[src/rtl/assert_macros.svh]
// Assertion macros for the RGB 3x3 median filter RTL.
// Included by the top level; expects clk and rst_n in the including scope.
`ifndef ASSERT_MACROS_SVH
`define ASSERT_MACROS_SVH
`ifndef SYNTHESIS
// Same-cycle implication, disabled during reset.
`define RMF_ASSERT_IMP(label, ante, cons, msg) \
  label: assert property (@(posedge clk) disable iff (!rst_n) (ante) |-> (cons)) \
    else $error(msg);
// Next-cycle implication, disabled during reset.
`define RMF_ASSERT_NXT(label, ante, cons, msg) \
  label: assert property (@(posedge clk) disable iff (!rst_n) (ante) |=> (cons)) \
    else $error(msg);
`else
`define RMF_ASSERT_IMP(label, ante, cons, msg)
`define RMF_ASSERT_NXT(label, ante, cons, msg)
`endif
`endif

[src/rtl/rmf_pkg.sv]
// Shared constants, codes and types of the RGB 3x3 median filter.
// No dependencies; every other RTL file but assert_macros.svh imports this package.
`default_nettype none

package rmf_pkg;

  localparam int MAX_WIDTH   = 1024;
  localparam int MAX_HEIGHT  = 4096;
  localparam int MEDIAN_RANK = 4;
  localparam int MIN_SIZE    = 3;

  localparam int CH_W       = 8;
  localparam int NUM_CH     = 3;
  localparam int WIN_N      = 9;
  localparam int WIN_IW     = $clog2(WIN_N);
  localparam int CENTER_TAP = WIN_N / 2;

  localparam int COL_W  = $clog2(MAX_WIDTH);
  localparam int ROW_W  = $clog2(MAX_HEIGHT);
  localparam int EMIT_W = COL_W + ROW_W;

  localparam int WCFG_W     = 11;
  localparam int HCFG_W     = 13;
  localparam int AREA_W     = WCFG_W + HCFG_W;
  localparam int CFG_DATA_W = 13;
  localparam int CFG_IDX_W  = 1;

  localparam int WIDTH_RESET  = 640;
  localparam int HEIGHT_RESET = 480;

  localparam int QUEUE_DEPTH = 2;
  localparam int PIPE_N      = 3;

  localparam logic ITEM_FLUSH = 1'b1;

  typedef enum logic [CFG_IDX_W-1:0] {
    REG_IMAGE_WIDTH  = 1'b0,
    REG_IMAGE_HEIGHT = 1'b1
  } cfg_reg_t;

  // Channel 0 is blue, 1 green, 2 red.
  typedef logic [NUM_CH-1:0][CH_W-1:0] pix_t;
  typedef pix_t [WIN_N-1:0] win_t;

  // One emitting beat handed from the front to the sorter.
  typedef struct packed {
    win_t win;
    logic interior;
    logic frame_end;
  } job_t;

  typedef struct packed {
    logic [PIPE_N-1:0] stage_busy;
    logic              stalled;
  } bk_stat_t;

endpackage

`default_nettype wire

[src/rtl/rmf_queue.sv]
// Short queue that decouples the front end from the sorting pipeline.
// Depends on rmf_pkg for job_t and QUEUE_DEPTH.
`default_nettype none

module rmf_queue import rmf_pkg::*; (
  input  logic clk,
  input  logic rst_n,
  input  logic push_valid,
  output logic push_ready,
  input  job_t push_data,
  output logic pop_valid,
  input  logic pop_ready,
  output job_t pop_data
);

  localparam int PTR_W = (QUEUE_DEPTH > 1) ? $clog2(QUEUE_DEPTH) : 1;
  localparam int CNT_W = $clog2(QUEUE_DEPTH + 1);

  job_t             q_mem_r [QUEUE_DEPTH];
  logic [PTR_W-1:0] wr_ptr_r, rd_ptr_r;
  logic [CNT_W-1:0] count_r;
  logic             push, pop;

  function automatic logic [PTR_W-1:0] ptr_inc(input logic [PTR_W-1:0] p);
    logic [PTR_W-1:0] r;
    r = (p == PTR_W'(QUEUE_DEPTH - 1)) ? '0 : p + PTR_W'(1);
    return r;
  endfunction

  assign push_ready = count_r < CNT_W'(QUEUE_DEPTH);
  assign pop_valid  = count_r != '0;
  assign pop_data   = q_mem_r[rd_ptr_r];
  assign push       = push_valid && push_ready;
  assign pop        = pop_valid && pop_ready;

  always_ff @(posedge clk) begin
    if (!rst_n) begin
      wr_ptr_r <= '0;
      rd_ptr_r <= '0;
      count_r  <= '0;
    end else begin
      if (push) wr_ptr_r <= ptr_inc(wr_ptr_r);
      if (pop) rd_ptr_r <= ptr_inc(rd_ptr_r);
      if (push && !pop) count_r <= count_r + CNT_W'(1);
      else if (pop && !push) count_r <= count_r - CNT_W'(1);
    end
  end

  always_ff @(posedge clk) begin
    if (push) q_mem_r[wr_ptr_r] <= push_data;
  end

endmodule

`default_nettype wire

[config.mk]
export PLATFORM = sky130hd
export DESIGN_NAME = rmf_queue
export DESIGN_NICKNAME = d
export VERILOG_FILES = /design/src/rtl/assert_macros.svh /design/src/rtl/rmf_pkg.sv /design/src/rtl/rmf_queue.sv
export SDC_FILE = /design/constraint.sdc
export NUM_CORES = 1
export LEC_CHECK = 0
export BUFFER_PORTS_ARGS = -buffer_cell sky130_fd_sc_hd__buf_2
export CAP_MARGIN = 0
export CORE_ASPECT_RATIO = 1.25
export CORE_MARGIN = 2
export CORE_UTILIZATION = 30
export CTS_BUF_LIST = sky130_fd_sc_hd__clkbuf_16
export DETAILED_ROUTE_END_ITERATION = 12
export PLACE_DENSITY = 0.62
export REMOVE_ABC_BUFFERS = 1
export SLEW_MARGIN = 20
export SYNTH_ARGS = -nofsm -noshare
export SYNTH_HDL_FRONTEND = slang
export SYNTH_SLANG_ARGS = --single-unit
[constraint.sdc]
create_clock -name clk -period 21.3 [get_ports clk]
set_input_delay 4.26 -clock clk [delete_from_list [all_inputs] [get_ports clk]]
set_output_delay 4.26 -clock clk [all_outputs]
set_load 0.02 [all_outputs]
==> impl_metrics.py <==
metrics = {
    "status": {
        "status": "finished clean",
    },
    "power_and_ir_drop": {
        "total_leakage_power_nw": 7.847,
        "seq_power_share": 0.432,
        "power.density_nw_per_um2": 126.2,
        "switchingPower_mw": 0.7725,
        "p_int_mw": 1.860,
        "clkPwrFrac": 0.298,
        "power_switching_share": 0.2934,
        "vdd_drop_max_v": 0.00008833,
        "combPwrFrac": 0.269,
    },
    "global_routing": {
        "grt_overflow": 0,
        "grt_pass1_vias": 8798,
        "grt_pass1_wl_um": 51160,
        "antenna_found_initial": 15,
        "grt_max_degree": 153,
        "grt.total_usage": 0.1200,
    },
    "timing": {
        "hold_violations": 0,
        "skew_ns": 0.02038,
        "rsz0062_at_grt": "false",
        "period_minus_slack_ns": 7.882,
        "worstMarginPinSlew_ns": 1.037,
        "drv_slew": 0,
        "fmax_ghz": 0.1269,
        "setup_viol": 0,
        "worst_hold_slack_ns": 0.5779,
        "setup-tns-final_ns": 0,
        "period_share": 0.3701,
        "relSlewSlack": 0.3089,
    },
    "cells_and_area": {
        "fin_cells": 1944,
        "fin_nets": 1397,
        "fill_cells": 4982,
        "layout-drive-gt1-share": 0.6058,
        "seqCellArea_um2": 13200,
        "multi_input_area_um2": 2960,
        "syn2layout_area_growth_pct": 27.35,
    },
    "clocking": {
        "clk_path_buf_depth": 3,
        "ctsHoldBuffers": 0,
        "clkLatencyLatePin_ns": 0.56,
        "cts_resized": 0,
        "post-cts-setup-buffers": 0,
        "clock_sinks": 441,
        "clock-root-buffer": "clkbuf_16",
        "cts_htree_levels": 2,
        "clkTransAtPathRegs_ns": 0.06,
        "cts_tree": "done",
        "cts_made_buffers": 46,
    },
    "detailed_routing": {
        "drt_iter0_drc": 385,
        "totalWireLength_um": 35680,
        "drc": 0,
        "vias_per_cell": 4.262,
        "ant_nets": 0,
        "drtPass1Iterations": 5,
        "vias": 8286,
        "routedWlPerCell_um": 18.35,
    },
    "placed_design": {
        "port_buffers": 441,
        "place.gp.congestion": 0.8361,
        "dpl.cell_count": 1853,
        "hpwlAfterDp_um": 24340,
    },
    "setup_path": {
        "critPathBufInv": 3,
        "worstPathCellList": "buf_4, buf_4, mux2_2, buf_2",
        "worstPathRequired_ns": 17.04,
        "cp.arrival_ns": 3.62,
        "endpoint_kind": "output port",
        "critical_path_class": "flip-flop to output port",
        "cp_max_fo": 60,
        "cpMaxStageDelayCell": "dfxtp_4",
        "start_kind": "flip-flop",
        "path_common_cell": "buf_4",
        "path_delay_family": "buffers and inverters",
        "max_stage_delay_ns": 0.80,
    },
    "floorplan": {
        "die_h_um": 265.3,
        "io_pins": 442,
        "start_util": 0.3043,
        "design.core.area_um2": 53850,
        "die_area_um2": 56510,
        "rows": 95,
        "die_x_um": 213.0,
    },
    "synthesis": {
        "synth-seq-cells": 441,
        "yosys_warnings": 0,
        "ys_seq_area_frac": 0.8052,
        "postSynthCellCount": 701,
        "synth_area_um2": 16380,
        "syn_area_per_cell_um2": 23.37,
        "synth_cell_types": 19,
    },
    "job": {
        "drv_cap": 0,
    },
    "worst_hold_path": {
        "hold_class": "flip-flop to flip-flop",
    },
}
[power by group through the flow]
stage / clock network [mW] / logic [mW] / registers [mW]
4_1_cts: 0.812 / 0.722 / 1.14
5_1_grt: 0.842 / 0.754 / 1.15
3_3_place_gp: 0 / 0.712 / 1.15
2_1_floorplan: 0 / 0.525 / 1.22
6_report: 0.785 / 0.709 / 1.14
3_5_place_dp: 0 / 0.721 / 1.16
[sequential cells by signal (all words and copies together), names as in the netlist, named ones only]
| signal | cells |
|---|---|
| q_mem_r | 436 |
| count_r | 2 |
| rd_ptr_r | 1 |
| wr_ptr_r | 1 |
[metrics by stage]
stage	setup WS (ns)	power (mW)	util	area, um^2
3_5_place_dp	13.86	1.878	0.3594	19350
4_1_cts	13.27	2.672	0.3869	20840
5_1_grt	13.14	2.743	0.3875	20870
6_report	13.42	2.633	0.3875	20870
3_3_place_gp	13.94	1.866	0.3594	19350
2_1_floorplan	6.383	1.748	-	16150
[tightest hold or removal path: cells and delay by family (launching register included)]
kind	cells	cell delay [ns]
flip-flops	1	0.36
AO/OA/AOI/OAI	2	0.17
[layout by cell type (no fill, tap or decap), drive strengths merged]
| cell type | Yosys | final |
|---|---|---|
| diode | 0 | 12 |
| edfxtp | 436 | 436 |
| mux2 | 218 | 218 |
| dfxtp | 5 | 5 |
| xnor2 | 2 | 2 |
| o21ai | 2 | 2 |
| or2 | 1 | 1 |
| clkinv | 0 | 11 |
| o21a | 1 | 1 |
| nor2b | 3 | 3 |
| xor2 | 1 | 1 |
| buf | 24 | 449 |
| and2 | 4 | 4 |
| bufinv | 0 | 5 |
| clkbuf | 0 | 49 |
| a21boi | 1 | 1 |
| or3 | 1 | 1 |
| ha | 1 | 1 |
| inv | 1 | 13 |
| clkinvlp | 0 | 2 |
[cell families after synthesis]
kind of cell	count (synthesis)	synth area share
simple gates	9	0.003437
fa+ha+maj	1	0.0007635
xor+xnor	3	0.001604
buf+inv	25	0.01474
compound gates	4	0.001528
mux	218	0.1727
flops	441	0.8052
[per-layer routing]
layer  track usage  share of wire
met1        0.1200           0.35
met2        0.2158           0.53
met3       0.03932          0.076
met4       0.06899          0.047
met5             0         0.0011
[worst paths after layout]
kind,slack (ns),depth (start not counted),end,start
setup / recovery,13.42,4,pop_data[34],flip-flop
hold / removal,0.58,2,count_r[1],count_r[1]
setup reg to reg,18.13,4,q_mem_r[1][100],count_r[1]
hold reg to reg,0.58,2,count_r[1],count_r[1]
[cell usage after synthesis]
cell type,count,share of area
a21boi_0,1,0.00046
and2_1,4,0.0015
buf_2,10,0.0031
buf_4,2,0.00092
buf_6,2,0.0014
buf_8,10,0.0092
dfxtp_1,5,0.0061
edfxtp_1,436,0.80
ha_1,1,0.00076
inv_1,1,0.00023
mux2_2,118,0.081
mux2_4,100,0.092
nor2b_1,3,0.0011
o21a_1,1,0.00046
o21ai_0,2,0.00061
or2_2,1,0.00038
or3_1,1,0.00038
xnor2_1,2,0.0011
xor2_1,1,0.00053
[layout make-up]
class                      instances  area share
sequential                       441      0.6325
multi-input combinational        235      0.1419
timing repair buffer             449      0.1093
clock buffer                      49     0.05877
tap                              727     0.04360
clock inverter                    30     0.01241
antenna                           12    0.001439
inverter                           1   0.0001799
Power figures use the tool's default switching activity.
