===== src/rtl/assert_macros.svh =====
// Assertion macros for the RGB 3x3 median filter RTL.
// Included by the top level; expects clk and rst_n in the including scope.
`ifndef ASSERT_MACROS_SVH
`define ASSERT_MACROS_SVH
`ifndef SYNTHESIS
// Same-cycle implication, disabled during reset.
`define RMF_ASSERT_IMP(label, ante, cons, msg) \
  label: assert property (@(posedge clk) disable iff (!rst_n) (ante) |-> (cons)) \
    else $error(msg);
// Next-cycle implication, disabled during reset.
`define RMF_ASSERT_NXT(label, ante, cons, msg) \
  label: assert property (@(posedge clk) disable iff (!rst_n) (ante) |=> (cons)) \
    else $error(msg);
`else
`define RMF_ASSERT_IMP(label, ante, cons, msg)
`define RMF_ASSERT_NXT(label, ante, cons, msg)
`endif
`endif


===== src/rtl/rmf_pkg.sv =====
// Shared constants, codes and types of the RGB 3x3 median filter.
// No dependencies; every other RTL file but assert_macros.svh imports this package.
`default_nettype none

package rmf_pkg;

  localparam int MAX_WIDTH   = 1024;
  localparam int MAX_HEIGHT  = 4096;
  localparam int MEDIAN_RANK = 4;
  localparam int MIN_SIZE    = 3;

  localparam int CH_W       = 8;
  localparam int NUM_CH     = 3;
  localparam int WIN_N      = 9;
  localparam int WIN_IW     = $clog2(WIN_N);
  localparam int CENTER_TAP = WIN_N / 2;

  localparam int COL_W  = $clog2(MAX_WIDTH);
  localparam int ROW_W  = $clog2(MAX_HEIGHT);
  localparam int EMIT_W = COL_W + ROW_W;

  localparam int WCFG_W     = 11;
  localparam int HCFG_W     = 13;
  localparam int AREA_W     = WCFG_W + HCFG_W;
  localparam int CFG_DATA_W = 13;
  localparam int CFG_IDX_W  = 1;

  localparam int WIDTH_RESET  = 640;
  localparam int HEIGHT_RESET = 480;

  localparam int QUEUE_DEPTH = 2;
  localparam int PIPE_N      = 3;

  localparam logic ITEM_FLUSH = 1'b1;

  typedef enum logic [CFG_IDX_W-1:0] {
    REG_IMAGE_WIDTH  = 1'b0,
    REG_IMAGE_HEIGHT = 1'b1
  } cfg_reg_t;

  // Channel 0 is blue, 1 green, 2 red.
  typedef logic [NUM_CH-1:0][CH_W-1:0] pix_t;
  typedef pix_t [WIN_N-1:0] win_t;

  // One emitting beat handed from the front to the sorter.
  typedef struct packed {
    win_t win;
    logic interior;
    logic frame_end;
  } job_t;

  typedef struct packed {
    logic [PIPE_N-1:0] stage_busy;
    logic              stalled;
  } bk_stat_t;

endpackage

`default_nettype wire


===== src/rtl/rmf_if.sv =====
// Stream interfaces of the RGB 3x3 median filter: pixel input and result output.
// Depends on rmf_pkg for channel widths.
`default_nettype none


interface rmf_out_if import rmf_pkg::*; ();
  logic            valid;
  logic            ready;
  logic [CH_W-1:0] out_blue;
  logic [CH_W-1:0] out_green;
  logic [CH_W-1:0] out_red;
  logic            frame_end;

  modport source (output valid, output out_blue, output out_green, output out_red,
                  output frame_end, input ready);
  modport sink   (input valid, input out_blue, input out_green, input out_red,
                  input frame_end, output ready);
endinterface

`default_nettype wire


===== src/rtl/rmf_back.sv =====
// Back end: pipelined median-of-nine sorting network per channel and output register.
// Depends on rmf_pkg and rmf_out_if; takes beats from rmf_queue.
`default_nettype none

module rmf_back import rmf_pkg::*; (
  input  logic     clk,
  input  logic     rst_n,
  input  logic     q_valid,
  output logic     q_ready,
  input  job_t     q_job,
  rmf_out_if.source out_px,
  output bk_stat_t stat
);

  typedef logic [WIN_N-1:0][CH_W-1:0] chan_win_t;

  typedef struct packed {
    chan_win_t [NUM_CH-1:0] ch;
    pix_t                   center;
    logic                   interior;
    logic                   frame_end;
  } slot_t;

  // Compare-exchange: the first index of the pair ends with the minimum.
  function automatic chan_win_t cas(input chan_win_t v, input logic [WIN_IW-1:0] a,
                                    input logic [WIN_IW-1:0] b);
    chan_win_t r;
    r = v;
    if (v[a] > v[b]) begin
      r[a] = v[b];
      r[b] = v[a];
    end
    return r;
  endfunction

  function automatic slot_t stage_a(input slot_t s);
    slot_t r;
    r = s;
    for (int c = 0; c < NUM_CH; c++) begin
      r.ch[c] = cas(r.ch[c], WIN_IW'(1), WIN_IW'(2));
      r.ch[c] = cas(r.ch[c], WIN_IW'(4), WIN_IW'(5));
      r.ch[c] = cas(r.ch[c], WIN_IW'(7), WIN_IW'(8));
      r.ch[c] = cas(r.ch[c], WIN_IW'(0), WIN_IW'(1));
      r.ch[c] = cas(r.ch[c], WIN_IW'(3), WIN_IW'(4));
      r.ch[c] = cas(r.ch[c], WIN_IW'(6), WIN_IW'(7));
    end
    return r;
  endfunction

  function automatic slot_t stage_b(input slot_t s);
    slot_t r;
    r = s;
    for (int c = 0; c < NUM_CH; c++) begin
      r.ch[c] = cas(r.ch[c], WIN_IW'(1), WIN_IW'(2));
      r.ch[c] = cas(r.ch[c], WIN_IW'(4), WIN_IW'(5));
      r.ch[c] = cas(r.ch[c], WIN_IW'(7), WIN_IW'(8));
      r.ch[c] = cas(r.ch[c], WIN_IW'(0), WIN_IW'(3));
      r.ch[c] = cas(r.ch[c], WIN_IW'(5), WIN_IW'(8));
      r.ch[c] = cas(r.ch[c], WIN_IW'(4), WIN_IW'(7));
    end
    return r;
  endfunction

  function automatic slot_t stage_c(input slot_t s);
    slot_t r;
    r = s;
    for (int c = 0; c < NUM_CH; c++) begin
      r.ch[c] = cas(r.ch[c], WIN_IW'(3), WIN_IW'(6));
      r.ch[c] = cas(r.ch[c], WIN_IW'(1), WIN_IW'(4));
      r.ch[c] = cas(r.ch[c], WIN_IW'(2), WIN_IW'(5));
      r.ch[c] = cas(r.ch[c], WIN_IW'(4), WIN_IW'(7));
    end
    return r;
  endfunction

  function automatic slot_t stage_d(input slot_t s);
    slot_t r;
    r = s;
    for (int c = 0; c < NUM_CH; c++) begin
      r.ch[c] = cas(r.ch[c], WIN_IW'(4), WIN_IW'(2));
      r.ch[c] = cas(r.ch[c], WIN_IW'(6), WIN_IW'(4));
      r.ch[c] = cas(r.ch[c], WIN_IW'(4), WIN_IW'(2));
    end
    return r;
  endfunction

  slot_t             a_in, fin;
  slot_t             p_r [PIPE_N];
  logic [PIPE_N-1:0] busy_r;
  logic              adv;
  pix_t              res;
  pix_t              out_pix_r;
  logic              out_end_r, out_valid_r;

  always_comb begin
    for (int k = 0; k < WIN_N; k++) begin
      for (int c = 0; c < NUM_CH; c++) begin
        a_in.ch[c][k] = q_job.win[k][c];
      end
    end
    a_in.center    = q_job.win[CENTER_TAP];
    a_in.interior  = q_job.interior;
    a_in.frame_end = q_job.frame_end;

    fin = stage_d(p_r[PIPE_N-1]);
    for (int c = 0; c < NUM_CH; c++) begin
      res[c] = fin.interior ? fin.ch[c][MEDIAN_RANK] : fin.center[c];
    end

    adv = !out_valid_r || out_px.ready;
  end

  always_ff @(posedge clk) begin
    if (!rst_n) begin
      busy_r      <= '0;
      out_valid_r <= 1'b0;
    end else if (adv) begin
      busy_r      <= {busy_r[PIPE_N-2:0], q_valid};
      out_valid_r <= busy_r[PIPE_N-1];
    end
  end

  // Advance the whole pipe together; hold everything while the sink stalls.
  always_ff @(posedge clk) begin
    if (adv) begin
      p_r[0]    <= stage_a(a_in);
      p_r[1]    <= stage_b(p_r[0]);
      p_r[2]    <= stage_c(p_r[1]);
      out_pix_r <= res;
      out_end_r <= fin.frame_end;
    end
  end

  assign q_ready          = adv;
  assign out_px.valid     = out_valid_r;
  assign out_px.out_blue  = out_pix_r[0];
  assign out_px.out_green = out_pix_r[1];
  assign out_px.out_red   = out_pix_r[2];
  assign out_px.frame_end = out_end_r;
  assign stat.stage_busy  = busy_r;
  assign stat.stalled     = !adv;

endmodule

`default_nettype wire


===== src/flat_wrapper.sv =====
// flat-port wrapper written by rule: the top's interface ports become plain ports
module rmf_back_flat import rmf_pkg::*;
  (clk, rst_n, q_valid, q_ready, q_job, stat, out_px_valid, out_px_out_blue, out_px_out_green, out_px_out_red, out_px_frame_end, out_px_ready);
  rmf_out_if out_px_i ();
  input  logic clk;
  input  logic rst_n;
  input  logic q_valid;
  output logic q_ready;
  input  job_t q_job;
  output bk_stat_t stat;
  output wire logic [$bits(out_px_i.valid)-1:0] out_px_valid;
  output wire logic [$bits(out_px_i.out_blue)-1:0] out_px_out_blue;
  output wire logic [$bits(out_px_i.out_green)-1:0] out_px_out_green;
  output wire logic [$bits(out_px_i.out_red)-1:0] out_px_out_red;
  output wire logic [$bits(out_px_i.frame_end)-1:0] out_px_frame_end;
  input wire logic [$bits(out_px_i.ready)-1:0] out_px_ready;
  assign out_px_valid = out_px_i.valid;
  assign out_px_out_blue = out_px_i.out_blue;
  assign out_px_out_green = out_px_i.out_green;
  assign out_px_out_red = out_px_i.out_red;
  assign out_px_frame_end = out_px_i.frame_end;
  assign out_px_i.ready = out_px_ready;
  rmf_back u_core (.clk(clk), .rst_n(rst_n), .q_valid(q_valid), .q_ready(q_ready), .q_job(q_job), .out_px(out_px_i), .stat(stat));
endmodule

===== config.mk =====
export PLATFORM = sky130hd
export DESIGN_NAME = rmf_back_flat
export DESIGN_NICKNAME = d
export VERILOG_FILES = /design/src/rtl/assert_macros.svh /design/src/rtl/rmf_pkg.sv /design/src/rtl/rmf_if.sv /design/src/rtl/rmf_back.sv /design/src/flat_wrapper.sv
export SDC_FILE = /design/constraint.sdc
export NUM_CORES = 2
export LEC_CHECK = 0
export ABC_AREA = 1
export BUFFER_PORTS_ARGS = -buffer_cell sky130_fd_sc_hd__buf_2
export CAP_MARGIN = 40
export CORE_MARGIN = 3
export CORE_UTILIZATION = 50
export DETAILED_ROUTE_END_ITERATION = 7
export GPL_ROUTABILITY_DRIVEN = 0
export PLACE_DENSITY = 0.79
export SYNTH_ARGS = -nofsm -noshare
export SYNTH_HDL_FRONTEND = slang
export SYNTH_SLANG_ARGS = --single-unit

===== constraint.sdc =====
create_clock -name clk -period 32 [get_ports clk]
set_input_delay 4.8 -clock clk [delete_from_list [all_inputs] [get_ports clk]]
set_output_delay 4.8 -clock clk [all_outputs]
set_load 0.01 [all_outputs]

==> results.cfg <==
[setup_path]
cp.arrival_ps = 5990
timing.critical_path.from = out_px_ready
timing.rr.start = u_core.p_r[0][693]$_DFFE_PN_
startpoint_type = input pin
cp.required_ps = 27200
worstPathMaxFanout = 128
critPathCaptureType = output port
path_class = in2out

[yosys]
syn-num-nets = 4676
avgSynthCellArea_um2 = 8.89
dominantRegCellSynth = edfxtp_1
syn_inst = 4001
synth.most_common_cell = nand2_1
synth_top_family_by_area = adder cells
synth_largest_area_cell = edfxtp_1
synth_xor_area_share_pct = 0
synthTopCellsByCount = 948 x nand2_1, 581 x o21ai_0, 559 x edfxtp_1
synth_compound_area_share_pct = 15.1
synth_area_leaders = edfxtp_1 47%, ha_1 16%, nand2_1 10%
synth-edff-count = 559
ys_seq_elements = 563
synth.area.mux_share_pct = 0
synth_simple_gate_area_share_pct = 14.6
ys_async_sr_fraction_pct = 0
yosysSeqAreaShare_pct = 47.4
ys.warnings.count = 0
synthAdderAreaFrac_pct = 15.9
synth_area_um2 = 35600
synth_top_area_share_pct = 47.2
synth_cell_types = 37

[floorplan]
fp.coreArea_um2 = 70300
die_h_um = 273
dieArea_um2 = 74400
rows = 97
die_x_um = 273
start_util_pct = 50.6
ios = 253

[grt]
grt_pass1_vias = 25800
grt_pass1_wl_um = 127000
track_usage_pct = 21.1
grt_max_degree = 180
antenna_found_initial = 2
overflow = 0

[routing]
routedWlPerCell_um = 15.2
vias_per_cell = 5.33
drc = 0
drt_wl_total_um = 79600
dr.pass1.iters = 6
drt_iter0_drc = 2286
num_vias = 27800
antenna_left = 0

[cts]
cts_made_buffers = 57
cts_buffer_depth = 3
cts_tree = built
clk-insertion-delay-late_ps = 630
cts_resized = 0
ctsHoldBuffers = 0
h-tree-depth = 2
cts_root_buf = clkbuf_16
cts_sinks = 563
post_cts_buffers = 0
path_clk_slew_ps = 60

[pwr]
seqPwrFrac_pct = 29.7
swShare_pct = 45.7
p_switching_mw = 2.07
p_leak_nw = 18.6
irDropWorstVdd_uv = 121
p_comb_share_pct = 55.5
power.total_mw = 4.53
clockPowerShare_pct = 14.8
p_int_mw = 2.46
power_density_nw_per_um2 = 114

[timing]
layout_min_cycle_time_ps = 10790
maxSlewViolCount = 0
timing.final.crit_share_pct = 33.7
worst_pin_slew_ps = 1100
setup_violations = 0
slew_headroom_pct = 26.4
rsz0062_at_grt = no
finalHoldViolCount = 0
tns_ps = 0
finalClockSkew_ps = 48.3
max_freq_mhz = 92.6

[finish]
area_growth_syn_to_layout_pct = 11.9
utilization_pct = 56.7
fin_nets = 4913
drive_gt1_share_pct = 9.47

[run_status]
status = finished clean

[job]
drv_cap = 0

[placed_design]
dp_hpwl_um = 61900
numPortBuffers = 252

[min_path]
min_path_type = reg2reg
hold_start = u_core.p_r[0][221]$_DFFE_PN_
[path summary, 6_finish.rpt]
path / slack [ps] / cells past startpoint / to
setup / recovery: 21210 / 4 / q_ready
hold / removal: 410 / 0 / u_core.p_r[0][463]$_DFFE_PN_
setup reg to reg: 26740 / 23 / u_core.out_px.out_red[5]$_DFFE_PN_
hold reg to reg: 410 / 0 / u_core.p_r[0][463]$_DFFE_PN_
[power groups by stage]
stage	clock, mW	sequential, mW	combinational, mW
floorplan	0	1.30	1.87
global placement	0	1.35	2.36
detailed placement	0	1.36	2.47
CTS	0.685	1.35	2.49
global route	0.712	1.37	2.92
finish	0.672	1.34	2.51
[cell type report]
| class | instances | area, um2 |
|---|---|---|
| fill | 5863 | 30500 |
| sequential | 563 | 16900 |
| multi-input combinational | 2792 | 16200 |
| inverter | 537 | 2020 |
| timing repair buffer | 287 | 1620 |
| clock buffer | 71 | 1500 |
| tap | 940 | 1180 |
| clock inverter | 35 | 403 |
| antenna | 1 | 2.50 |
[metrics by stage]
stage	area, um2	hold WS, ps	setup slack (ps)	cells
finish	39800	414	21210	5226
global route	39800	422	21070	5226
CTS	39800	416	21150	5221
detailed placement	37900	405	21150	5115
global placement	37700	401	21170	5106
floorplan	35600	400	11440	4001
[registers in the layout (all words and copies together) (netlist names)]
name                     flops
u_core.out_px.out_green      8
u_core.busy_r                3
u_core.out_px.valid          1
u_core.out_px.out_blue       8
u_core.p_r                 534
u_core.out_px.frame_end      1
u_core.out_px.out_red        8
[cells by family (layout without fill, tap and decap cells)]
family / after synthesis / count (layout)
AOI/OAI and AO/OA: 1032 / 1032
adders and majority gates: 453 / 453
buffers and inverters: 646 / 930
DFF: 563 / 563
other: 0 / 1
and+or+nand+nor: 1307 / 1307
[routing by layer]
layer / GRT usage (%) / up-vias / wire length [um]
li1: - / 14200 / -
met1: 28.3 / 12700 / 35400
met2: 35.5 / 744 / 37300
met3: 2.68 / 140 / 4450
met4: 7.00 / 0 / 2450
met5: 0 / - / 0
[cells in the final DEF, fill, tap and decap left out, types with 6 or more instances in the layout]
cell type	count
nor2_1	226
inv_1	529
o21ai_1	39
buf_2	252
buf_4	29
o211ai_1	41
nand3_1	94
a211oi_1	7
clkbuf_1	12
nand4_1	12
bufinv_16	7
clkbuf_16	57
clkinv_1	10
nand2_1	948
nand4_2	6
a21oi_1	353
nand2_2	8
clkinv_2	8
o21ai_0	569
edfxtp_1	559
ha_1	453
inv_2	6
[worst max-delay path, stage by stage]
cell and delay [ps]:
buf_2 100, nor2_1 460, inv_8 340, buf_2 280
(Power assumes the default switching activity.)
